`src/rtl/mandelbrot_escape_time_macros.svh`:
```
// Assertion macros for the escape-time block
`ifndef MANDELBROT_ESCAPE_TIME_MACROS_SVH
`define MANDELBROT_ESCAPE_TIME_MACROS_SVH

// Same-cycle implication, disabled during reset
`define MBE_ASSERT_NOW(label, clk, rst, ante, cons) \
   label: assert property (@(posedge clk) disable iff (rst) (ante) |-> (cons)) \
      else $error("escape-time check failed");

// Next-cycle implication, disabled during reset
`define MBE_ASSERT_NEXT(label, clk, rst, ante, cons) \
   label: assert property (@(posedge clk) disable iff (rst) (ante) |=> (cons)) \
      else $error("escape-time check failed");

`endif

```
`src/rtl/mbe_pkg.sv`:
```
// Shared types and constants of the escape-time block
`default_nettype none

package mbe_pkg;

   localparam int C_W       = 32;
   localparam int MAG_W     = 34;
   localparam int MAX_IT_W  = 16;
   localparam int CSR_W     = 34;

   localparam logic [MAX_IT_W-1:0] MAX_IT_RESET = 16'd256;
   localparam logic [MAG_W-1:0]    MAG_MAX      = 34'h3_FFFF_FFFF;

   typedef enum logic {
      CSR_MAX_ITERATIONS = 1'b0,
      CSR_BAILOUT_SQ     = 1'b1
   } mbe_csr_type;

   typedef enum logic [1:0] {
      PART_LL = 2'd0,
      PART_LH = 2'd1,
      PART_HL = 2'd2,
      PART_HH = 2'd3
   } mbe_part_type;

   typedef enum logic [2:0] {
      ST_IDLE,
      ST_STEP,
      ST_LOAD,
      ST_MUL,
      ST_DRAIN,
      ST_FINISH
   } mbe_state_type;

   typedef struct packed {
      logic         init;
      logic         step;
      logic         done;
      logic         load;
      logic         mul_en;
      mbe_part_type sel;
      logic         finish;
   } mbe_cmd_type;

   typedef struct packed {
      logic cont;
   } mbe_status_type;

endpackage

`default_nettype wire

```
`src/rtl/mbe_ctrl.sv`:
```
// Sequencer of the escape-time block
`default_nettype none

module mbe_ctrl (
   input  logic                   clock,
   input  logic                   reset,
   input  logic                   start,
   output logic                   busy,
   input  mbe_pkg::mbe_status_type status,
   output mbe_pkg::mbe_cmd_type    cmd
);
   import mbe_pkg::*;

   mbe_state_type state_ff, state_in;
   mbe_part_type  sel_ff, sel_in;

   always_ff @(posedge clock) begin
      if (reset) begin
         state_ff <= ST_IDLE;
         sel_ff   <= PART_LL;
      end else begin
         state_ff <= state_in;
         sel_ff   <= sel_in;
      end
   end

   always_comb begin
      state_in   = state_ff;
      sel_in     = sel_ff;
      cmd        = '0;
      cmd.sel    = sel_ff;
      unique case (state_ff)
         ST_IDLE: begin
            if (start) begin
               cmd.init = 1'b1;
               state_in = ST_STEP;
            end
         end
         ST_STEP: begin
            if (status.cont) begin
               cmd.step = 1'b1;
               state_in = ST_LOAD;
            end else begin
               cmd.done = 1'b1;
               state_in = ST_IDLE;
            end
         end
         ST_LOAD: begin
            cmd.load = 1'b1;
            sel_in   = PART_LL;
            state_in = ST_MUL;
         end
         ST_MUL: begin
            cmd.mul_en = 1'b1;
            sel_in     = mbe_part_type'(sel_ff + 2'd1);
            if (sel_ff == PART_HH) begin
               state_in = ST_DRAIN;
            end
         end
         ST_DRAIN: begin
            state_in = ST_FINISH;
         end
         ST_FINISH: begin
            cmd.finish = 1'b1;
            state_in   = ST_STEP;
         end
         default: begin
            state_in = ST_IDLE;
         end
      endcase
   end

   assign busy = (state_ff != ST_IDLE);

endmodule

`default_nettype wire

```
`src/rtl/mbe_mul.sv`:
```
// Split multiplier lane: four half-width partial products accumulated over cycles
`default_nettype none

module mbe_mul #(
   parameter int OP_W = 37
) (
   input  logic                          clock,
   input  logic                          load,
   input  logic                          mul_en,
   input  mbe_pkg::mbe_part_type         sel,
   input  logic [OP_W-1:0]               a,
   input  logic [OP_W-1:0]               b,
   output logic [4*((OP_W+1)/2)-1:0]     acc
);
   import mbe_pkg::*;

   localparam int HALF_W = (OP_W + 1) / 2;
   localparam int PROD_W = 2 * HALF_W;
   localparam int ACC_W  = 4 * HALF_W;

   logic [PROD_W-1:0] a_ff, b_ff;
   logic [HALF_W-1:0] part_a, part_b;
   logic [PROD_W-1:0] prod_ff;
   mbe_part_type      psel_ff;
   logic              pvalid_ff;
   logic [ACC_W-1:0]  acc_ff, acc_in, addend;

   assign part_a = (sel == PART_HL || sel == PART_HH) ? a_ff[PROD_W-1:HALF_W]
                                                      : a_ff[HALF_W-1:0];
   assign part_b = (sel == PART_LH || sel == PART_HH) ? b_ff[PROD_W-1:HALF_W]
                                                      : b_ff[HALF_W-1:0];

   always_comb begin
      unique case (psel_ff)
         PART_LL: addend = ACC_W'(prod_ff);
         PART_LH,
         PART_HL: addend = ACC_W'(prod_ff) << HALF_W;
         PART_HH: addend = ACC_W'(prod_ff) << PROD_W;
      endcase
      acc_in = pvalid_ff ? acc_ff + addend : acc_ff;
   end

   always_ff @(posedge clock) begin
      if (load) begin
         a_ff      <= PROD_W'(a);
         b_ff      <= PROD_W'(b);
         acc_ff    <= '0;
         pvalid_ff <= 1'b0;
      end else begin
         acc_ff    <= acc_in;
         pvalid_ff <= mul_en;
      end
      prod_ff <= PROD_W'(part_a) * PROD_W'(part_b);
      psel_ff <= sel;
   end

   assign acc = acc_ff;

endmodule

`default_nettype wire

```
`src/rtl/mbe_datapath.sv`:
```
// Datapath: point and z registers, three multiplier lanes, settings and result registers
`default_nettype none

module mbe_datapath #(
   parameter int FRAC_BITS  = 28,
   parameter int ITER_WIDTH = 16
) (
   input  logic                        clock,
   input  logic                        reset,
   input  mbe_pkg::mbe_cmd_type         cmd,
   output mbe_pkg::mbe_status_type      status,
   input  logic signed [31:0]          req_c_real,
   input  logic signed [31:0]          req_c_imag,
   input  logic                        csr_we,
   input  logic                        csr_index,
   input  logic [33:0]                 csr_wdata,
   output logic                        rsp_valid,
   output logic [15:0]                 rsp_iterations,
   output logic                        rsp_escaped,
   output logic [33:0]                 rsp_magnitude_sq
);
   import mbe_pkg::*;

   localparam int Z_W    = FRAC_BITS + 8;
   localparam int OP_W   = Z_W + 1;
   localparam int HALF_W = (OP_W + 1) / 2;
   localparam int ACC_W  = 4 * HALF_W;
   localparam int RND_W  = ACC_W + 1;
   localparam int R_W    = RND_W - FRAC_BITS;
   localparam int SUM_W  = (Z_W + 2 > 33) ? Z_W + 2 : 33;
   localparam int MS_W   = (Z_W + 1 > MAG_W + 1) ? Z_W + 1 : MAG_W + 1;
   localparam int CNT_W  = (ITER_WIDTH > MAX_IT_W) ? ITER_WIDTH : MAX_IT_W;

   localparam logic [63:0]        BAIL_WIDE  = 64'd4 << FRAC_BITS;
   localparam logic [MAG_W-1:0]   BAIL_RESET = (BAIL_WIDE > 64'(MAG_MAX)) ? MAG_MAX
                                                : BAIL_WIDE[MAG_W-1:0];
   localparam logic signed [SUM_W-1:0] Z_POS = {{(SUM_W-Z_W+1){1'b0}}, {(Z_W-1){1'b1}}};
   localparam logic signed [SUM_W-1:0] Z_NEG = {{(SUM_W-Z_W+1){1'b1}}, {(Z_W-1){1'b0}}};
   localparam logic [Z_W-1:0]     Z_POS_Z    = {1'b0, {(Z_W-1){1'b1}}};
   localparam logic [R_W-1:0]     SQ_MAX_R   = {{(R_W-Z_W){1'b0}}, {Z_W{1'b1}}};
   localparam logic [R_W-1:0]     P_CAP_R    = {{(R_W-Z_W){1'b0}}, 1'b1, {(Z_W-1){1'b0}}};
   localparam logic [RND_W-1:0]   RND_HALF   = RND_W'(1) << (FRAC_BITS - 1);
   localparam logic [CNT_W-1:0]   CNT_MASK   = CNT_W'({ITER_WIDTH{1'b1}});

   function automatic logic [R_W-1:0] round_shift(input logic [ACC_W-1:0] v);
      logic [RND_W-1:0] t;
      t = RND_W'(v) + RND_HALF;
      return t[RND_W-1:FRAC_BITS];
   endfunction

   function automatic logic [Z_W-1:0] clamp_z(input logic signed [SUM_W-1:0] v);
      logic [Z_W-1:0] r;
      if (v > Z_POS) begin
         r = Z_POS[Z_W-1:0];
      end else if (v < Z_NEG) begin
         r = Z_NEG[Z_W-1:0];
      end else begin
         r = v[Z_W-1:0];
      end
      return r;
   endfunction

   function automatic logic [Z_W-1:0] sat_sq(input logic [R_W-1:0] v);
      return (v > SQ_MAX_R) ? SQ_MAX_R[Z_W-1:0] : v[Z_W-1:0];
   endfunction

   // settings
   logic [MAX_IT_W-1:0]  maxit_ff;
   logic [MAG_W-1:0]     bail_ff;

   // point and iteration state
   logic signed [31:0]   cr_ff, ci_ff;
   logic signed [Z_W-1:0] zr_ff, zi_ff, cross_ff;
   logic [Z_W-1:0]       sqr_ff, sqi_ff;
   logic [ITER_WIDTH-1:0] count_ff, limit_ff;

   // result
   logic                 rsp_valid_ff;
   logic [15:0]          rsp_iter_ff;
   logic                 rsp_esc_ff;
   logic [MAG_W-1:0]     rsp_mag_ff;

   logic [Z_W-1:0]       mag_r, mag_i;
   logic [OP_W-1:0]      op_x_a, op_x_b, op_r, op_i;
   logic [ACC_W-1:0]     acc_x, acc_r, acc_i;
   logic signed [SUM_W-1:0] zi_sum, zr_sum;
   logic [R_W-1:0]       r_x;
   logic [Z_W-1:0]       p_cap;
   logic [Z_W-1:0]       cross_in;
   logic                 neg;
   logic [MS_W-1:0]      mag_sum;
   logic [MAG_W-1:0]     mag_sat;
   logic [CNT_W-1:0]     maxit_ext, limit_ext, count_ext;
   logic                 below_limit;

   assign mag_r  = zr_ff[Z_W-1] ? (~zr_ff) + Z_W'(1) : zr_ff;
   assign mag_i  = zi_ff[Z_W-1] ? (~zi_ff) + Z_W'(1) : zi_ff;
   assign op_x_a = {mag_r, 1'b0};
   assign op_x_b = {1'b0, mag_i};
   assign op_r   = {1'b0, mag_r};
   assign op_i   = {1'b0, mag_i};

   mbe_mul #(.OP_W(OP_W)) u_mul_cross (
      .clock  (clock),
      .load   (cmd.load),
      .mul_en (cmd.mul_en),
      .sel    (cmd.sel),
      .a      (op_x_a),
      .b      (op_x_b),
      .acc    (acc_x)
   );

   mbe_mul #(.OP_W(OP_W)) u_mul_real (
      .clock  (clock),
      .load   (cmd.load),
      .mul_en (cmd.mul_en),
      .sel    (cmd.sel),
      .a      (op_r),
      .b      (op_r),
      .acc    (acc_r)
   );

   mbe_mul #(.OP_W(OP_W)) u_mul_imag (
      .clock  (clock),
      .load   (cmd.load),
      .mul_en (cmd.mul_en),
      .sel    (cmd.sel),
      .a      (op_i),
      .b      (op_i),
      .acc    (acc_i)
   );

   always_comb begin
      zi_sum = SUM_W'(cross_ff) + SUM_W'(ci_ff);
      zr_sum = $signed(SUM_W'(sqr_ff)) - $signed(SUM_W'(sqi_ff)) + SUM_W'(cr_ff);

      r_x   = round_shift(acc_x);
      p_cap = (r_x > P_CAP_R) ? P_CAP_R[Z_W-1:0] : r_x[Z_W-1:0];
      neg   = zr_ff[Z_W-1] ^ zi_ff[Z_W-1];
      if (neg) begin
         cross_in = (~p_cap) + Z_W'(1);
      end else if (p_cap[Z_W-1]) begin
         cross_in = Z_POS_Z;
      end else begin
         cross_in = p_cap;
      end

      mag_sum = MS_W'(sqr_ff) + MS_W'(sqi_ff);
      mag_sat = (mag_sum > MS_W'(MAG_MAX)) ? MAG_MAX : mag_sum[MAG_W-1:0];

      maxit_ext   = CNT_W'(maxit_ff);
      limit_ext   = (maxit_ext < CNT_MASK) ? maxit_ext : CNT_MASK;
      count_ext   = CNT_W'(count_ff);
      below_limit = (count_ff < limit_ff);

      status.cont = (mag_sum <= MS_W'(bail_ff)) && below_limit;
   end

   always_ff @(posedge clock) begin
      if (reset) begin
         maxit_ff     <= MAX_IT_RESET;
         bail_ff      <= BAIL_RESET;
         rsp_valid_ff <= 1'b0;
      end else begin
         rsp_valid_ff <= cmd.done;
         if (csr_we) begin
            unique case (mbe_csr_type'(csr_index))
               CSR_MAX_ITERATIONS: maxit_ff <= csr_wdata[MAX_IT_W-1:0];
               CSR_BAILOUT_SQ:     bail_ff  <= csr_wdata;
            endcase
         end
      end
   end

   always_ff @(posedge clock) begin
      if (cmd.init) begin
         cr_ff    <= req_c_real;
         ci_ff    <= req_c_imag;
         zr_ff    <= '0;
         zi_ff    <= '0;
         cross_ff <= '0;
         sqr_ff   <= '0;
         sqi_ff   <= '0;
         count_ff <= '0;
         limit_ff <= limit_ext[ITER_WIDTH-1:0];
      end
      if (cmd.step) begin
         zi_ff    <= clamp_z(zi_sum);
         zr_ff    <= clamp_z(zr_sum);
         count_ff <= count_ff + ITER_WIDTH'(1);
      end
      if (cmd.finish) begin
         cross_ff <= cross_in;
         sqr_ff   <= sat_sq(round_shift(acc_r));
         sqi_ff   <= sat_sq(round_shift(acc_i));
      end
      if (cmd.done) begin
         rsp_iter_ff <= count_ext[15:0];
         rsp_esc_ff  <= below_limit;
         rsp_mag_ff  <= mag_sat;
      end
   end

   assign rsp_valid        = rsp_valid_ff;
   assign rsp_iterations   = rsp_iter_ff;
   assign rsp_escaped      = rsp_esc_ff;
   assign rsp_magnitude_sq = rsp_mag_ff;

endmodule

`default_nettype wire

```
`src/rtl/mandelbrot_escape_time.sv`:
```
// Escape-time engine: top level joining sequencer and datapath
// A point's result strobes once its iterations end, registered from the sequencer's done command.
// Each iteration runs these steps in order: test and z update, operand load, four partial products
// on three half-width multiplier lanes, accumulate, round and saturate.
// A new point is accepted in the strobe cycle; the receiver cannot stall.
// Reset clears the sequencer and restores the iteration limit (256) and bailout (4.0).
`default_nettype none
`include "mandelbrot_escape_time_macros.svh"

module mandelbrot_escape_time #(
   parameter int FRAC_BITS  = 28,
   parameter int ITER_WIDTH = 16
) (
   input  logic               clock,
   input  logic               reset,
   input  logic               start,
   output logic               busy,
   input  logic signed [31:0] req_c_real,
   input  logic signed [31:0] req_c_imag,
   input  logic               csr_we,
   input  logic               csr_index,
   input  logic [33:0]        csr_wdata,
   output logic               rsp_valid,
   output logic [15:0]        rsp_iterations,
   output logic               rsp_escaped,
   output logic [33:0]        rsp_magnitude_sq
);
   import mbe_pkg::*;

   mbe_cmd_type    cmd;
   mbe_status_type status;

   mbe_ctrl u_ctrl (
      .clock  (clock),
      .reset  (reset),
      .start  (start),
      .busy   (busy),
      .status (status),
      .cmd    (cmd)
   );

   mbe_datapath #(
      .FRAC_BITS  (FRAC_BITS),
      .ITER_WIDTH (ITER_WIDTH)
   ) u_datapath (
      .clock            (clock),
      .reset            (reset),
      .cmd              (cmd),
      .status           (status),
      .req_c_real       (req_c_real),
      .req_c_imag       (req_c_imag),
      .csr_we           (csr_we),
      .csr_index        (csr_index),
      .csr_wdata        (csr_wdata),
      .rsp_valid        (rsp_valid),
      .rsp_iterations   (rsp_iterations),
      .rsp_escaped      (rsp_escaped),
      .rsp_magnitude_sq (rsp_magnitude_sq)
   );

   `MBE_ASSERT_NEXT(a_accept_busy, clock, reset, start && !busy, busy)
   `MBE_ASSERT_NOW(a_strobe_idle, clock, reset, rsp_valid, !busy)
   `MBE_ASSERT_NEXT(a_strobe_single, clock, reset, rsp_valid, !rsp_valid)
   `MBE_ASSERT_NEXT(a_done_strobe, clock, reset, cmd.done, rsp_valid)

endmodule

`default_nettype wire

```
`config.mk`:
```
export PLATFORM = sky130hd
export DESIGN_NAME = mandelbrot_escape_time
export DESIGN_NICKNAME = d
export VERILOG_FILES = /design/src/rtl/mbe_pkg.sv /design/src/rtl/mbe_ctrl.sv /design/src/rtl/mbe_mul.sv /design/src/rtl/mbe_datapath.sv /design/src/rtl/mandelbrot_escape_time.sv
export VERILOG_INCLUDE_DIRS = /design/src /design/src/rtl
export SDC_FILE = /design/constraint.sdc
export NUM_CORES = 2
export LEC_CHECK = 0
export BUFFER_PORTS_ARGS = -buffer_cell sky130_fd_sc_hd__buf_2
export CORE_ASPECT_RATIO = 0.8
export CORE_MARGIN = 3
export CORE_UTILIZATION = 70
export CTS_CLUSTER_DIAMETER = 200
export DETAILED_ROUTE_END_ITERATION = 10
export PLACE_DENSITY_LB_ADDON = 0.2
export SKIP_LAST_GASP = 1
export SLEW_MARGIN = 20
export SYNTH_ARGS = -nofsm -noshare
export SYNTH_HDL_FRONTEND = slang
export SYNTH_SLANG_ARGS = --single-unit
```
`constraint.sdc`:
```
create_clock -name clock -period 15.1 [get_ports clock]
set_clock_uncertainty 0.2 [all_clocks]
set_input_delay 3.02 -clock clock [delete_from_list [all_inputs] [get_ports clock]]
set_output_delay 3.02 -clock clock [all_outputs]
set_load 0.02 [all_outputs]
```
# After elaboration in Yosys (flattened, before gate mapping)
# Index checks and enable logic that the tools add are counted.
dict set report totals {
  register_bits 800
  inputBits 103
  out_inout_bits 53
  wordCells 129
}
dict set report op_classes {
  n_addsub 15
  mul 3
  n_lt_le_gt_ge 11
  eq_ne 13
  n_mux 40
  bitwise_logic 5
  n_reduce_logical 13
}
# op count
set op_table {}
lappend op_table {{76-bit case mux with 3 select lines} 3}
lappend op_table {{36-bit two-way mux} 14}
lappend op_table {{76-bit by 28-bit adder with 77-bit output (second input constant)} 3}
lappend op_table {{76-bit adder} 3}
lappend op_table {{49-bit by 36-bit greater-than comparator with 1-bit output (second input constant)} 3}
lappend op_table {{19-bit by 19-bit multiplier with 38-bit output} 3}
lappend op_table {{36-bit NOT} 3}
lappend op_table {{35-bit two-way mux} 3}
lappend op_table {{19-bit two-way mux} 5}
lappend op_table {{38-bit by 36-bit greater-than comparator with 1-bit output (second input constant)} 2}
lappend op_table {{38-bit by 36-bit < comparator with 1-bit output (second input constant)} 2}
lappend op_table {{36-bit by 2-bit adder with 36-bit output (second input constant)} 2}
lappend op_table {{37-bit by 32-bit adder with 38-bit output} 1}
lappend op_table {{36-bit by 32-bit adder with 37-bit output} 1}
lappend op_table {{36-bit by 36-bit adder with 37-bit output} 1}
lappend op_table {{37-bit by 34-bit greater-than comparator with 1-bit output (second input constant)} 1}
lappend op_table {{37-bit by 34-bit less-or-equal comparator with 1-bit output} 1}
lappend op_table {{36-bit by 36-bit subtractor with 37-bit output} 1}
lappend op_table {{36-bit by 1-bit adder with 36-bit output (second input constant)} 1}
lappend op_table {{16-bit two-way mux} 2}
lappend op_table {{3-bit case mux with 6 select lines} 1}
lappend op_table {{16-bit by 1-bit adder with 16-bit output (second input constant)} 1}
lappend op_table {{16-bit < comparator} 1}
lappend op_table {{16-bit < comparator (second input constant)} 1}
lappend op_table {{22 further kinds} 41}

# Logic depth before layout (Yosys ltp)
dict set report logic_depth {
  depth_word 7
  depth_mapped 35
  mapped_depth_nobuf 32
}

# Hierarchy
# Synthesis repeated with hierarchy kept, for this count alone.
dict set report unflattened {
  hier_cells 10882
  area_unflattened_um2 97509.8
}
# module n_inst cells_each area_each_um2
set modules_own_cells {}
lappend modules_own_cells {mbe_datapath 1 3110 28203.3}
lappend modules_own_cells {{mbe_mul at u_datapath.u_mul_imag} 1 2630 23308.6}
lappend modules_own_cells {{mbe_mul at u_datapath.u_mul_real} 1 2561 22868.2}
lappend modules_own_cells {{mbe_mul at u_datapath.u_mul_cross} 1 2546 22829.4}
lappend modules_own_cells {mbe_ctrl 1 35 300.3}

# Worst setup path before layout
# OpenSTA, ideal clock, no wires.
dict set report synth_timing {
  path_kind {reg2reg}
  startpoint {register u_ctrl.sel_ff[0]}
  endpoint {register u_datapath.u_mul_real.prod_ff[34]}
  arrival_ns 8.688
  required_ns 14.766
  setup_slack_ns 6.078
  path_stages_with_launch 34
  path_buffers 4
  synth_period_minus_slack_ns 9.022
  cell_sequence {dfxtp_1 -> ha_1 -> clkbuf_1 -> nor2_1 -> clkbuf_1 -> clkbuf_1 -> mux2i_1 -> clkbuf_1 -> nor2_1 -> fa_1 -> fa_1 -> inv_1 -> fa_1 -> inv_1 -> fa_1 -> fa_1 -> inv_1 -> fa_1 -> inv_1 -> ha_1 -> a21o_1 -> a21oi_1 -> nor2b_1 -> o21ai_0 -> nand2b_1 -> a221oi_1 -> a21boi_1 -> or2_2 -> a211o_1 -> and3_1 -> o31ai_1 -> a21oi_1 -> nor3b_1 -> or4_1}
}
dict set report synth_via {
  elab_chain_cells 4
  word_cells_on_any_way 8
  cone_classes {mul (1); eq/ne (3); mux (2); reduce/logical (2)}
}
# element line
set synth_lines {}
lappend synth_lines {{start: declaration} mbe_ctrl.sv:15} ;# mbe_part_type sel_ff, sel_in;
lappend synth_lines {{start signal: assignment} mbe_ctrl.sv:23} ;# sel_ff <= sel_in;
lappend synth_lines {{2-bit == test (tied with other cells)} mbe_mul.sv:28} ;# assign part_a = (sel == PART_HL || sel == PART_HH) ? a_ff[PROD_W-1:HALF_W]
lappend synth_lines {{1-bit logical OR, on equally long branches} {mbe_mul.sv:28, mbe_mul.sv:30}}
lappend synth_lines {{19-bit two-way mux, on equally long branches} {mbe_mul.sv:28, mbe_mul.sv:30}}
lappend synth_lines {{19-bit by 19-bit multiplier with 38-bit output (*)} mbe_mul.sv:53} ;# prod_ff <= PROD_W'(part_a) * PROD_W'(part_b);
lappend synth_lines {{end signal: assignment} mbe_mul.sv:53}
lappend synth_lines {{end: declaration} mbe_mul.sv:23} ;# logic [PROD_W-1:0] prod_ff;
# Mark *: on every way between the ends. The rest lies on a longest branch, timed or not.
# A chain may end at the register's enable or synchronous reset.

# Worst setup path in the final report
dict set report layout_timing {
  startpoint {register u_ctrl.sel_ff[1]}
  endpoint {register u_datapath.u_mul_cross.prod_ff[37]}
}
dict set report layout_via {
  elab_chain_cells 4
  word_cells_on_any_way 8
  cone_classes {mul (1); eq/ne (3); mux (2); reduce/logical (2)}
}
# element line
set layout_lines {}
lappend layout_lines {{2-bit == test (tied with other cells)} mbe_mul.sv:28}
lappend layout_lines {{1-bit logical OR, on equally long branches} {mbe_mul.sv:28, mbe_mul.sv:30}}
lappend layout_lines {{19-bit two-way mux, on equally long branches} {mbe_mul.sv:28, mbe_mul.sv:30}}
lappend layout_lines {{19-bit by 19-bit multiplier with 38-bit output (*)} mbe_mul.sv:53}
lappend layout_lines {{end signal: assignment} mbe_mul.sv:53}
lappend layout_lines {{end: declaration} mbe_mul.sv:23}
# Marks and branches as above.

==> flow_summary.ini <==
[run_status]
outcome = finished, final reports clean

[pwr]
seqPwrFrac = 0.244
power.leakage_nw = 44.0
netSwitchingFraction = 0.484
combPwrFrac = 0.612
intPower_mw = 8.00
switchingPower_mw = 7.49
pwr-share-clk = 0.143
power_density_nw_per_um2 = 165
irDropWorstVdd_mv = 0.201

[grt]
grt_pass1_vias = 74600
grt_max_degree = 158
antenna_found_initial = 13
grtUsageTotal = 0.419
grt_pass1_wl_mm = 427
grt-ovfl-total = 0

[floorplan]
pin_count = 156
die_width_um = 405
core_region_area_um2 = 126000
rows = 116
start_util = 0.708
die_area_um2 = 131000
die_h_um = 325

[synthesis]
synth.yosys.warnings = 0
syn-instance-count = 10200
synth_edf_count = 399
synth_area_leaders = fa_1 (20%), edfxtp_1 (13%), ha_1 (11%)
syn-num-nets = 12000
synth_area_leader_cell = fa_1
netlist_area_um2 = 89000
ys_top_cells_by_count = inv_1 (1340), nor2_1 (1124), nand2_1 (1026)
yosys_register_bits = 800
synth_ff_type = dfxtp_1
synth-async-reset-ratio = 0
synth_top_cell_area_share = 0.196
yosysUniqueCellTypes = 101
synth_area_per_cell_um2 = 8.72
ys_seq_area_frac = 0.225
synth_most_common_cell = inv_1

[cts]
max-clock-path-buffers = 3
clkSlewWorstSetupHoldPaths_ns = 0.06
clk_latency_ns = 0.71
post-cts-setup-buffers = 0
cts.sinks = 800
hold_buffers = 0
cts_tree = built
cts_resized = 0
cts.htree.levels = 3
cts_buffers = 83
root_buffer = clkbuf_16

[timing]
post-route-period-util = 0.661
slew_viol_final = 0
holdWs_ns = 0.203
fmax_mhz = 100
period_minus_slack_ns = 9.99
rsz0062_at_grt = false
max_slew_margin = 0.227
setup_viol = 0
final_hold_viol_count = 0
tightestPinTransition_ns = 1.15
finalSetupTns_ns = 0

[layout]
areaGrowthSynthToFinish_pct = 5.76
layout.nets = 11900
drive_above_1_share = 0.0589

[worst_setup_path]
path_class = reg2reg
cp_slowest_stage_delay_ns = 0.73
cp_common_cell = fa_1
worstPathArrival_ns = 10.35
cp-end-kind = flip-flop
cp_max_fo = 45
critPathRequiredTime_ns = 15.47
worstSetupStartpointType = flip-flop
slowest_stage = mux2i_2

[routing]
wl_per_cell_um = 23.6
drt-initial-drc-count = 8371
finalWirelength_mm = 279
avgViaCountPerCell = 6.37
vias = 75200
drc = 0
dr.pass1.iters = 6
antenna_left = 0

[place]
dp_hpwl_mm = 217
gp_congestion = 1.02
numPortBuffers = 155

[flow_run]
drv_cap = 0

[worst_hold_path]
min_path_type = reg2reg
## per-stage QoR
stage	instances	utilization	power, mW	area, µm²	setup WS (ns)
floorplan	10200	-	10.2	89000	6.08
global placement	11700	0.725	12.7	91100	5.67
detailed placement	11700	0.725	12.9	91100	5.39
CTS	11800	0.748	15.2	94000	5.31
global route	11800	0.749	16.5	94100	4.73
finish	11800	0.749	15.5	94100	5.11
## state kept, by name (all words and copies together) (netlist names), 3 cells and up
name                            flops
u_datapath.rsp_iterations          16
u_datapath.zr_ff                   36
u_datapath.u_mul_real.prod_ff      38
u_datapath.count_ext               16
u_datapath.sqi_ff                  36
u_datapath.u_mul_cross.prod_ff     38
u_datapath.maxit_ext               16
u_datapath.rsp_magnitude_sq        34
u_datapath.u_mul_real.acc          76
u_ctrl.state_ff                     3
u_datapath.bail_ff                 34
u_datapath.u_mul_cross.a_ff        36
u_datapath.ci_ff                   32
u_datapath.cr_ff                   32
u_datapath.limit_ff                16
u_datapath.zi_ff                   36
u_datapath.u_mul_imag.acc          76
u_datapath.cross_ff                36
u_datapath.u_mul_cross.acc         76
u_datapath.u_mul_imag.prod_ff      38
u_datapath.sqr_ff                  36
u_datapath.u_mul_cross.b_ff        36
## area by class of cell
type,instances,area (µm²)
multi-input combinational,7611,62500
fill,9242,31600
sequential,800,20000
inverter,1341,5040
clock buffer,121,2550
tap,1652,2070
timing repair buffer,247,1500
clock inverter,34,413
antenna,6,15.0
## final timing paths
kind                                                           end             start  cells after the start  slack [ns]
worst max-delay path            u_datapath.u_mul_cross.prod_ff[37]  u_ctrl.sel_ff[1]                     32        5.11
worst min-delay path             u_datapath.u_mul_cross.psel_ff[0]  u_ctrl.sel_ff[0]                      0        0.20
worst max register to register  u_datapath.u_mul_cross.prod_ff[37]  u_ctrl.sel_ff[1]                     32        5.11
worst min register to register   u_datapath.u_mul_cross.psel_ff[0]  u_ctrl.sel_ff[0]                      0        0.20
## worst max-delay path: cells and delay by family, from the launching register on
family | cells | cell delay, ns
muxes | 1 | 0.73
AOI/OAI and AO/OA | 9 | 2.62
adders and majority gates | 8 | 3.57
buffers and inverters | 8 | 1.68
xor gates and xnor gates | 1 | 0.08
DFF | 1 | 0.40
and+or+nand+nor | 5 | 0.54
## kinds of logic (layout without fill, tap and decap cells)
group | Yosys count | after routing | synth area share
adders and majority gates | 1673 | 1673 | 0.309
AOI/OAI and AO/OA | 1885 | 1885 | 0.136
muxes | 282 | 282 | 0.0326
xor gates and xnor gates | 639 | 639 | 0.0629
other | 0 | 6 | 0
and+or+nand+nor | 3132 | 3132 | 0.159
DFF | 800 | 800 | 0.225
buffers and inverters | 1790 | 1743 | 0.0762
## routing by layer
layer,routed length [µm],track usage
met5,47,0.00402
met4,17500,0.210
met3,33600,0.124
met2,121000,0.642
met1,106000,0.543
## cell usage in the layout, fill, tap and decap left out, drive strengths merged, types with 41 or more instances in the layout
master	count
xnor2	415
a21oi	636
inv	1343
fa	871
o31ai	42
nand3	168
xor2	224
o21a	53
clkbuf	121
mux2i	218
edfxtp	399
a21o	248
nand2b	112
buf	247
a22o	98
or2	41
o21ai	363
ha	802
or3	45
a211oi	55
nor2b	83
mux2	64
nor3	99
dfxtp	401
and3	82
a31oi	72
o21bai	71
nand2	1026
nor2	1124
nand4	79
and2	163
## power by group through the flow
stage	logic (mW)	registers [mW]	clock network [mW]
global placement	8.93	3.75	0
finish	9.49	3.78	2.22
floorplan	6.87	3.32	0
CTS	9.26	3.73	2.23
global route	10.4	3.80	2.31
detailed placement	9.17	3.76	0
(Power assumes the default switching activity.)
